`config.mk`:
```
export PLATFORM = sky130hd
export DESIGN_NAME = gear_and_turn_drive_mixer_core
export DESIGN_NICKNAME = d
export VERILOG_FILES = /design/src/rtl/gtdm_pkg.sv /design/src/rtl/gtdm_cfg_regs.sv /design/src/rtl/gtdm_in_reg.sv /design/src/rtl/gtdm_mixer.sv /design/src/rtl/gtdm_out_reg.sv /design/src/rtl/gear_and_turn_drive_mixer_core.sv
export SDC_FILE = /design/constraint.sdc
export NUM_CORES = 1
export LEC_CHECK = 0
export ABC_CLOCK_PERIOD_IN_PS = 7380
export BUFFER_PORTS_ARGS = -buffer_cell sky130_fd_sc_hd__buf_2
export CAP_MARGIN = 40
export CORE_ASPECT_RATIO = 1.4
export CORE_MARGIN = 10
export CORE_UTILIZATION = 50
export CTS_BUF_LIST = sky130_fd_sc_hd__clkbuf_4
export CTS_CLUSTER_DIAMETER = 60
export DETAILED_ROUTE_END_ITERATION = 10
export PLACE_DENSITY_LB_ADDON = 0.12
export SLEW_MARGIN = 0
export SYNTH_ARGS = -nofsm -noshare
export SYNTH_HDL_FRONTEND = slang
export SYNTH_SLANG_ARGS = --single-unit
export TNS_END_PERCENT = 50
```
`constraint.sdc`:
```
create_clock -name clk -period 7.38 [get_ports clk]
set_input_delay 0.369 -clock clk [delete_from_list [all_inputs] [get_ports clk]]
set_output_delay 0.369 -clock clk [all_outputs]
set_load 0.02 [all_outputs]
```
`src/rtl/gtdm_pkg.sv`:
```
// Shared types, constants and helper functions for the drive mixer.
package gtdm_pkg;

  localparam int SPEED_W   = 15;
  localparam int HEADING_W = 32;
  localparam int DIFF_W    = 16;
  localparam int ACC_W     = 24;
  localparam int BTN_W     = 4;
  localparam int GEAR_W    = 3;
  localparam int CNT_W     = 8;
  localparam int CFG_NUM   = 8;
  localparam int CFG_IDX_W = 3;
  localparam int NUM_GEARS = 4;

  localparam logic [SPEED_W-1:0] SPEED_LIMIT = 15'd25600;
  localparam logic [CNT_W-1:0]   START_HOLD  = 8'd100;
  localparam logic [CNT_W-1:0]   CNT_MAX     = 8'd255;
  localparam logic [GEAR_W-1:0]  GEAR_STOP   = 3'd0;
  localparam logic [GEAR_W-1:0]  GEAR_FIRST  = 3'd1;
  localparam logic [GEAR_W-1:0]  GEAR_MAX    = 3'd4;

  localparam int BTN_SLOWER = 0;
  localparam int BTN_RTURN  = 1;
  localparam int BTN_LTURN  = 2;
  localparam int BTN_FASTER = 3;

  typedef enum logic [CFG_IDX_W-1:0] {
    CFG_GEAR1_SPEED   = 3'd0,
    CFG_GEAR2_SPEED   = 3'd1,
    CFG_GEAR3_SPEED   = 3'd2,
    CFG_GEAR4_SPEED   = 3'd3,
    CFG_LTURN_LEFT    = 3'd4,
    CFG_LTURN_RIGHT   = 3'd5,
    CFG_RTURN_LEFT    = 3'd6,
    CFG_RTURN_RIGHT   = 3'd7
  } cfg_idx_t;

  typedef enum logic [1:0] {
    CMD_BUTTONS = 2'd0,
    CMD_DIFF    = 2'd1,
    CMD_HEADING = 2'd2,
    CMD_NONE    = 2'd3
  } cmd_t;

  typedef struct packed {
    logic [NUM_GEARS-1:0][SPEED_W-1:0] gear_speed;
    logic [SPEED_W-1:0]                lturn_left;
    logic [SPEED_W-1:0]                lturn_right;
    logic [SPEED_W-1:0]                rturn_left;
    logic [SPEED_W-1:0]                rturn_right;
  } cfg_t;

  typedef struct packed {
    cmd_t                        cmd;
    logic [BTN_W-1:0]            buttons;
    logic signed [DIFF_W-1:0]    diff_speed;
    logic signed [HEADING_W-1:0] heading_in;
  } item_t;

  typedef struct packed {
    logic [SPEED_W-1:0]          left_speed;
    logic [SPEED_W-1:0]          right_speed;
    logic signed [HEADING_W-1:0] target_heading;
    logic                        heading_set;
    logic                        start_pulse;
    logic [GEAR_W-1:0]           gear;
  } result_t;

  // saturate a one-bit-grown sum back to accumulator width
  function automatic logic signed [ACC_W-1:0] sat_acc(input logic signed [ACC_W:0] v);
    logic signed [ACC_W-1:0] r;
    if (v[ACC_W] != v[ACC_W-1]) begin
      r = v[ACC_W] ? {1'b1, {(ACC_W-1){1'b0}}} : {1'b0, {(ACC_W-1){1'b1}}};
    end else begin
      r = v[ACC_W-1:0];
    end
    return r;
  endfunction

  // clamp to 0..SPEED_LIMIT
  function automatic logic [SPEED_W-1:0] clamp_speed(input logic signed [ACC_W:0] v);
    logic [SPEED_W-1:0] r;
    if (v < 0) begin
      r = '0;
    end else if (v > $signed({{(ACC_W+1-SPEED_W){1'b0}}, SPEED_LIMIT})) begin
      r = SPEED_LIMIT;
    end else begin
      r = v[SPEED_W-1:0];
    end
    return r;
  endfunction

endpackage

```
`src/rtl/gtdm_cfg_regs.sv`:
```
// Configuration register bank: gear base speeds and turn speed pairs.
module gtdm_cfg_regs
  import gtdm_pkg::*;
(
  input  logic                 clk,
  input  logic                 rst_n,
  input  logic                 cfg_we,
  input  logic [CFG_IDX_W-1:0] cfg_index,
  input  logic [SPEED_W-1:0]   cfg_wdata,
  output cfg_t                 cfg
);

  logic [SPEED_W-1:0] regs_r [CFG_NUM];

  always_ff @(posedge clk) begin
    if (!rst_n) begin
      for (int i = 0; i < CFG_NUM; i++) begin
        regs_r[i] <= '0;
      end
    end else if (cfg_we) begin
      regs_r[cfg_index] <= cfg_wdata;
    end
  end

  assign cfg.gear_speed[0] = regs_r[CFG_GEAR1_SPEED];
  assign cfg.gear_speed[1] = regs_r[CFG_GEAR2_SPEED];
  assign cfg.gear_speed[2] = regs_r[CFG_GEAR3_SPEED];
  assign cfg.gear_speed[3] = regs_r[CFG_GEAR4_SPEED];
  assign cfg.lturn_left    = regs_r[CFG_LTURN_LEFT];
  assign cfg.lturn_right   = regs_r[CFG_LTURN_RIGHT];
  assign cfg.rturn_left    = regs_r[CFG_RTURN_LEFT];
  assign cfg.rturn_right   = regs_r[CFG_RTURN_RIGHT];

endmodule

```
`src/rtl/gtdm_in_reg.sv`:
```
// Input register stage: holds one accepted item until the mixer consumes it.
module gtdm_in_reg
  import gtdm_pkg::*;
(
  input  logic  clk,
  input  logic  rst_n,
  input  logic  in_valid,
  output logic  in_ready,
  input  item_t item_in,
  input  logic  advance,
  output logic  valid_out,
  output item_t item_out
);

  logic  valid_r;
  logic  valid_nxt;
  item_t item_r;

  assign in_ready = !valid_r || advance;

  always_comb begin
    valid_nxt = valid_r;
    if (in_valid && in_ready) begin
      valid_nxt = 1'b1;
    end else if (advance) begin
      valid_nxt = 1'b0;
    end
  end

  always_ff @(posedge clk) begin
    if (!rst_n) begin
      valid_r <= 1'b0;
    end else begin
      valid_r <= valid_nxt;
    end
  end

  always_ff @(posedge clk) begin
    if (in_valid && in_ready) begin
      item_r <= item_in;
    end
  end

  assign valid_out = valid_r;
  assign item_out  = item_r;

endmodule

```
`src/rtl/gtdm_mixer.sv`:
```
// Mixer state and next-state logic: gear stepping, turn modes, accumulators, heading latch.
module gtdm_mixer
  import gtdm_pkg::*;
(
  input  logic    clk,
  input  logic    rst_n,
  input  logic    advance,
  input  item_t   item,
  input  cfg_t    cfg,
  output result_t res_nxt
);

  logic [BTN_W-1:0]            prev_btn_r,  prev_btn_nxt;
  logic [GEAR_W-1:0]           gear_r,      gear_nxt;
  logic                        lturn_r,     lturn_nxt;
  logic                        rturn_r,     rturn_nxt;
  logic                        start_r,     start_nxt;
  logic [CNT_W-1:0]            cnt_r,       cnt_nxt;
  logic [SPEED_W-1:0]          base_r,      base_nxt;
  logic signed [ACC_W-1:0]     lacc_r,      lacc_nxt;
  logic signed [ACC_W-1:0]     racc_r,      racc_nxt;
  logic [SPEED_W-1:0]          ltot_r,      ltot_nxt;
  logic [SPEED_W-1:0]          rtot_r,      rtot_nxt;
  logic signed [HEADING_W-1:0] head_r,      head_nxt;

  logic [BTN_W-1:0]            rise;
  logic signed [ACC_W:0]       diff_ext;
  logic signed [ACC_W:0]       base_ext;
  logic signed [ACC_W-1:0]     lacc_upd;
  logic signed [ACC_W-1:0]     racc_upd;

  assign rise     = item.buttons & ~prev_btn_r;
  assign diff_ext = (ACC_W+1)'(item.diff_speed);
  assign base_ext = $signed({{(ACC_W+1-SPEED_W){1'b0}}, base_r});
  assign lacc_upd = sat_acc($signed({lacc_r[ACC_W-1], lacc_r}) - diff_ext);
  assign racc_upd = sat_acc($signed({racc_r[ACC_W-1], racc_r}) + diff_ext);

  always_comb begin
    prev_btn_nxt = prev_btn_r;
    gear_nxt     = gear_r;
    lturn_nxt    = lturn_r;
    rturn_nxt    = rturn_r;
    start_nxt    = start_r;
    cnt_nxt      = cnt_r;
    base_nxt     = base_r;
    lacc_nxt     = lacc_r;
    racc_nxt     = racc_r;
    ltot_nxt     = ltot_r;
    rtot_nxt     = rtot_r;
    head_nxt     = head_r;

    unique case (item.cmd)
      CMD_BUTTONS: begin
        if (cnt_r > START_HOLD && start_r) begin
          start_nxt = 1'b0;
        end
        if (rise[BTN_FASTER]) begin
          lturn_nxt = 1'b0;
          rturn_nxt = 1'b0;
          if (gear_nxt < GEAR_MAX) begin
            gear_nxt = gear_nxt + GEAR_W'(1);
          end
        end
        if (rise[BTN_SLOWER]) begin
          lturn_nxt = 1'b0;
          rturn_nxt = 1'b0;
          if (gear_nxt > GEAR_STOP) begin
            gear_nxt = gear_nxt - GEAR_W'(1);
          end
        end
        case (gear_nxt)
          3'd1:    base_nxt = cfg.gear_speed[0];
          3'd2:    base_nxt = cfg.gear_speed[1];
          3'd3:    base_nxt = cfg.gear_speed[2];
          3'd4:    base_nxt = cfg.gear_speed[3];
          default: base_nxt = base_r;
        endcase
        if (gear_nxt == GEAR_FIRST && gear_r == GEAR_STOP) begin
          start_nxt = 1'b1;
          cnt_nxt   = '0;
        end
        if (rise[BTN_LTURN]) begin
          lturn_nxt = 1'b1;
          rturn_nxt = 1'b0;
          gear_nxt  = GEAR_STOP;
        end
        if (rise[BTN_RTURN]) begin
          rturn_nxt = 1'b1;
          lturn_nxt = 1'b0;
          gear_nxt  = GEAR_STOP;
        end
        prev_btn_nxt = item.buttons;
        if (cnt_nxt < CNT_MAX) begin
          cnt_nxt = cnt_nxt + CNT_W'(1);
        end
      end
      CMD_DIFF: begin
        if (gear_r == GEAR_STOP && !lturn_r && !rturn_r) begin
          ltot_nxt = '0;
          rtot_nxt = '0;
        end
        if (gear_r != GEAR_STOP) begin
          lacc_nxt = lacc_upd;
          racc_nxt = racc_upd;
          ltot_nxt = clamp_speed((ACC_W+1)'(lacc_upd) + base_ext);
          rtot_nxt = clamp_speed((ACC_W+1)'(racc_upd) + base_ext);
        end
        if (lturn_r) begin
          ltot_nxt = cfg.lturn_left;
          rtot_nxt = cfg.lturn_right;
        end
        if (rturn_r) begin
          ltot_nxt = cfg.rturn_left;
          rtot_nxt = cfg.rturn_right;
        end
      end
      CMD_HEADING: begin
        if (start_r) begin
          head_nxt = item.heading_in;
        end
      end
      CMD_NONE: begin
      end
    endcase
  end

  always_ff @(posedge clk) begin
    if (!rst_n) begin
      prev_btn_r <= '0;
      gear_r     <= GEAR_STOP;
      lturn_r    <= 1'b0;
      rturn_r    <= 1'b0;
      start_r    <= 1'b0;
      cnt_r      <= '0;
      base_r     <= '0;
      lacc_r     <= '0;
      racc_r     <= '0;
      ltot_r     <= '0;
      rtot_r     <= '0;
      head_r     <= '0;
    end else if (advance) begin
      prev_btn_r <= prev_btn_nxt;
      gear_r     <= gear_nxt;
      lturn_r    <= lturn_nxt;
      rturn_r    <= rturn_nxt;
      start_r    <= start_nxt;
      cnt_r      <= cnt_nxt;
      base_r     <= base_nxt;
      lacc_r     <= lacc_nxt;
      racc_r     <= racc_nxt;
      ltot_r     <= ltot_nxt;
      rtot_r     <= rtot_nxt;
      head_r     <= head_nxt;
    end
  end

  assign res_nxt.left_speed     = ltot_nxt;
  assign res_nxt.right_speed    = rtot_nxt;
  assign res_nxt.target_heading = head_nxt;
  assign res_nxt.heading_set    = (head_nxt != '0);
  assign res_nxt.start_pulse    = start_nxt;
  assign res_nxt.gear           = gear_nxt;

`ifndef NO_ASSERTIONS
  a_gear_range: assert property (@(posedge clk) disable iff (!rst_n)
    gear_r <= GEAR_MAX)
    else $error("gear out of range");

  a_turn_excl: assert property (@(posedge clk) disable iff (!rst_n)
    (lturn_r || rturn_r) |-> (gear_r == GEAR_STOP && !(lturn_r && rturn_r)))
    else $error("turn mode with gear or both turn modes");

  a_start_cnt: assert property (@(posedge clk) disable iff (!rst_n)
    $rose(start_r) |-> cnt_r == CNT_W'(1))
    else $error("start raised without count restart");

  a_head_gate: assert property (@(posedge clk) disable iff (!rst_n)
    ($past(rst_n) && !$stable(head_r)) |-> $past(start_r))
    else $error("heading latched while start low");
`endif

endmodule

```
`src/rtl/gtdm_out_reg.sv`:
```
// Result register: holds one finished item until the consumer takes it.
module gtdm_out_reg
  import gtdm_pkg::*;
(
  input  logic    clk,
  input  logic    rst_n,
  input  logic    advance,
  input  result_t res_in,
  output logic    free,
  output logic    out_valid,
  input  logic    out_ready,
  output result_t res_out
);

  logic    valid_r;
  logic    valid_nxt;
  result_t res_r;

  assign free = !valid_r || out_ready;

  always_comb begin
    valid_nxt = valid_r;
    if (advance) begin
      valid_nxt = 1'b1;
    end else if (out_ready) begin
      valid_nxt = 1'b0;
    end
  end

  always_ff @(posedge clk) begin
    if (!rst_n) begin
      valid_r <= 1'b0;
    end else begin
      valid_r <= valid_nxt;
    end
  end

  always_ff @(posedge clk) begin
    if (advance) begin
      res_r <= res_in;
    end
  end

  assign out_valid = valid_r;
  assign res_out   = res_r;

endmodule

```
`src/rtl/gear_and_turn_drive_mixer_core.sv`:
```
// From input accept to result valid an item passes the input register, then the result register.
// Throughput: one item per cycle while out_ready is high; the mixer state update sets the rate.
// While a result waits on out_ready the input register takes one more item, then in_ready drops.
// Reset: synchronous, active low; clears all mixer state, config registers and valids.
// Configuration writes take effect at the next clock edge.
module gear_and_turn_drive_mixer_core
  import gtdm_pkg::*;
(
  input  logic                        clk,
  input  logic                        rst_n,
  input  logic                        cfg_we,
  input  logic [CFG_IDX_W-1:0]        cfg_index,
  input  logic [SPEED_W-1:0]          cfg_wdata,
  input  logic                        in_valid,
  output logic                        in_ready,
  input  logic [1:0]                  in_cmd,
  input  logic [BTN_W-1:0]            in_buttons,
  input  logic signed [DIFF_W-1:0]    in_diff_speed,
  input  logic signed [HEADING_W-1:0] in_heading_in,
  output logic                        out_valid,
  input  logic                        out_ready,
  output logic [SPEED_W-1:0]          out_left_speed,
  output logic [SPEED_W-1:0]          out_right_speed,
  output logic signed [HEADING_W-1:0] out_target_heading,
  output logic                        out_heading_set,
  output logic                        out_start_pulse,
  output logic [GEAR_W-1:0]           out_gear
);

  cfg_t    cfg;
  item_t   item_in;
  item_t   item_s1;
  logic    s1_valid;
  logic    out_free;
  logic    advance;
  result_t res_nxt;
  result_t res_out;

  assign item_in.cmd        = cmd_t'(in_cmd);
  assign item_in.buttons    = in_buttons;
  assign item_in.diff_speed = in_diff_speed;
  assign item_in.heading_in = in_heading_in;

  assign advance = s1_valid && out_free;

  gtdm_cfg_regs u_cfg (
    .clk       (clk),
    .rst_n     (rst_n),
    .cfg_we    (cfg_we),
    .cfg_index (cfg_index),
    .cfg_wdata (cfg_wdata),
    .cfg       (cfg)
  );

  gtdm_in_reg u_in (
    .clk       (clk),
    .rst_n     (rst_n),
    .in_valid  (in_valid),
    .in_ready  (in_ready),
    .item_in   (item_in),
    .advance   (advance),
    .valid_out (s1_valid),
    .item_out  (item_s1)
  );

  gtdm_mixer u_mix (
    .clk     (clk),
    .rst_n   (rst_n),
    .advance (advance),
    .item    (item_s1),
    .cfg     (cfg),
    .res_nxt (res_nxt)
  );

  gtdm_out_reg u_out (
    .clk       (clk),
    .rst_n     (rst_n),
    .advance   (advance),
    .res_in    (res_nxt),
    .free      (out_free),
    .out_valid (out_valid),
    .out_ready (out_ready),
    .res_out   (res_out)
  );

  assign out_left_speed     = res_out.left_speed;
  assign out_right_speed    = res_out.right_speed;
  assign out_target_heading = res_out.target_heading;
  assign out_heading_set    = res_out.heading_set;
  assign out_start_pulse    = res_out.start_pulse;
  assign out_gear           = res_out.gear;

endmodule

```
==> metrics.txt <==
layout cell share with drive strength beyond 1=0.174; Setup crit end kind=flip-flop; area leader, netlist=edfxtp_1; Area Growth Syn to Fin=17.7%; DRC=0; Post-synth top cells=nand2_1, edfxtp_1, a21oi_1; gr ovfl total=0; clock root buffer=clkbuf_4; DR vias/cell=5.85; Vias=17948; Final Skew=between 70 and 80 ps; max_cap viols=0; WL final=approximately 63 mm; status=complete, no violations; initial cell density of the core=0.506; Leak=around 11 nW; flop and latch count out of synthesis=around 390; drt first pass iters=5; Core ar.=42200 um^2; Area contributors post-synth=edfxtp_1, dfxtp_1, ha_1; mean post-synth cell area=9.89 um^2; Synth Flop Type=edfxtp_1; post-synthesis sequential area ratio=0.475; global-route wire length before repair=between 90 and 100 mm; largest net degree at the start of global routing=just under 80; Die Ht=approximately 260 um; vias in the first global route=between 15000 and 20000; Post-synth ARST share=0; Pwr per Cell Area=around 200 nW/um^2; post-DR wirelength/cell=approximately 20 um; final setup vio count=0; crit-path cells=ha_1, a21oi_1, o211ai_1, a41oi_1, a32o_2, nor3_2, buf_4, a22o_1, o21a_1, ha_1, fa_1, a21o_1, a21oi_1, xnor2_1, or4_1, or4_1, o41a_1, o311a_1, nor4_2, a21boi_1, buf_4, a311oi_1, o31ai_1; Post-Syn Instances=2157; final count of hold timing violations=0; Critical Path Slowest Stage Cell=a41oi_1; WP data arrival=between 7000 and 8000 ps; number of synthesized flops with an enable pin=~240; Final min period=roughly 7100 ps; Worst Hold Class=in -> reg; nets=between 2000 and 3000; Yosys top cell area share=0.339; net count after synthesis=roughly 2300; Crit path largest cell delay=around 470 ps; final worst slack=320 ps; RSZ-0062 raised after global routing=yes; Total Routing Usage GR=0.235; CTS Buf Count=97; Clock Latency Late Sink=~860 ps; Final Cycle Share=0.957; CTS H-tree lvls=3; Synth warnings=0; initial antenna violation count=3; initial DRC count=between 1000 and 1500; Worst-Margin Slew=approximately 900 ps; worst-case clock buffer depth=3; WP buf/inv=2; port bufs=about 150; Setup CP Type=reg -> reg; Fmax=approximately 140 MHz; CTS tree=yes; Slew HR=0.412; Startpoint Class=flip-flop; antenna-violating nets left=0; placer's final routability congestion estimate=a little under 0.9; Worst-path clk slew=roughly 70 ps; Worst IR Drop VDD=between 0.15 and 0.2 mV; setup TNS=0 ps; most common cell in the netlist=nand2_1; die width=195 um; # clock sinks=approximately 390; fin util=0.595; Crit Path Max Fanout=7; Cell Area, Synth=~21000 um^2; HPWL after detailed placement=about 45 mm; I/O Pins=approximately 150; Hold WS=approximately 110 ps; synth unique cells=93; row cnt=between 80 and 90; kind of cell adding the most delay to the critical path=compound AO/OA/AOI/OAI gates; Slew Limit Fails=0; Req. time, crit path=around 8000 ps; die area=about 51000 um^2; Post-Place Worst Slack=-74.4 ps
[flip-flops by register name, indices dropped and copies added, names as in the netlist, 3 cells and up]
name,count
u_mix.rtot_r,15
u_mix.cnt_r,8
u_mix.base_r,15
u_mix.lacc_r,24
u_cfg.regs_r,120
u_mix.prev_btn_r,4
u_out.res_out,67
u_mix.head_r,32
u_in.item_out,54
u_mix.ltot_r,15
u_mix.gear_r,3
u_mix.racc_r,24
[worst paths after layout]
path	startpoint	endpoint	slack, ps	depth (start not counted)
setup / recovery	u_in.item_out[43]$_DFFE_PP_	u_out.res_out[37]$_DFFE_PP_	320	23
hold reg to reg	u_mix.lacc_r[2]$_SDFFE_PN0P_	u_mix.lacc_r[2]$_SDFFE_PN0P_	470	2
hold / removal	rst_n	u_mix.head_r[27]$_SDFFE_PN0P_	110	2
setup reg to reg	u_in.item_out[43]$_DFFE_PP_	u_out.res_out[37]$_DFFE_PP_	320	23
[cell families (layout without fill, tap and decap cells)]
kind of cell,count (synthesis),after routing,share of synthesized area
xor gates and xnor gates,58,58,0.0242
other,0,4,0
adders and majority gates,90,90,0.0539
DFF,386,386,0.475
buffers and inverters,193,556,0.0352
AOI/OAI and AO/OA,697,697,0.227
and+or+nand+nor,676,676,0.157
muxes,57,57,0.0276
[metrics by stage]
| stage | area [um^2] | total power, W | instances |
|---|---|---|---|
| CTS | 25000 | 0.00510 | 3063 |
| finish | 25100 | 0.00506 | 3070 |
| global placement | 22900 | 0.00309 | 2803 |
| detailed placement | 22900 | 0.00310 | 2808 |
| global route | 25100 | 0.00529 | 3070 |
| floorplan | 21300 | 0.00288 | 2157 |
[cell type report]
class / instances / area [um^2]
Antenna cell: 4 / 10.0
Clock buffer: 146 / 1100
Clock inverter: 37 / 259
Fill cell: 3671 / 17100
Inverter: 79 / 299
Multi-Input combinational cell: 1578 / 10600
Sequential cell: 386 / 10100
Tap cell: 546 / 683
Timing Repair Buffer: 294 / 2070
[timing repair]
item	4_1_cts	5_1_grt
hold buffers	72	0
pin swaps	0	2
setup buffers	0	3
gates resized for setup	2	19
gates cloned	0	0
setup endpoints to repair	8	58
endpoints found under the hold margin	166	0
[report_power, final]
| group | switching [W] | internal [W] | total [W] |
|---|---|---|---|
| clock | 0.000934 | 0.00103 | 0.00196 |
| combinational | 0.000411 | 0.000242 | 0.000653 |
| sequential | 0.0000485 | 0.00240 | 0.00245 |
[cells in the final DEF (no fill, tap or decap), drive strengths merged, types with 14 or more instances in the layout]
cell	synthesis	layout
a211oi	17	17
a21boi	46	46
a21o	42	42
a21oi	153	153
a221oi	20	20
a22oi	31	31
a31oi	20	20
and2	136	136
and3	14	14
buf	13	222
clkbuf	101	146
clkinv	0	30
dfxtp	145	145
dlygate4sd3	0	72
edfxtp	241	241
ha	84	84
inv	79	83
mux2i	54	54
nand2	267	267
nand2b	20	20
nand3	32	32
nand4	23	23
nor2	85	85
nor2b	32	32
nor3	22	22
o211a	54	54
o211ai	28	28
o21a	26	26
o21ai	134	134
o221ai	14	14
o31ai	29	29
xnor2	34	34
xor2	24	24
[layer usage]
layer  routed length (um)  global-route usage
met5                    0                   0
met2                31100               0.405
met4                 2970               0.130
met1                25200               0.268
met3                 3610              0.0481
No activity file was read; power rests on OpenSTA's default activity.
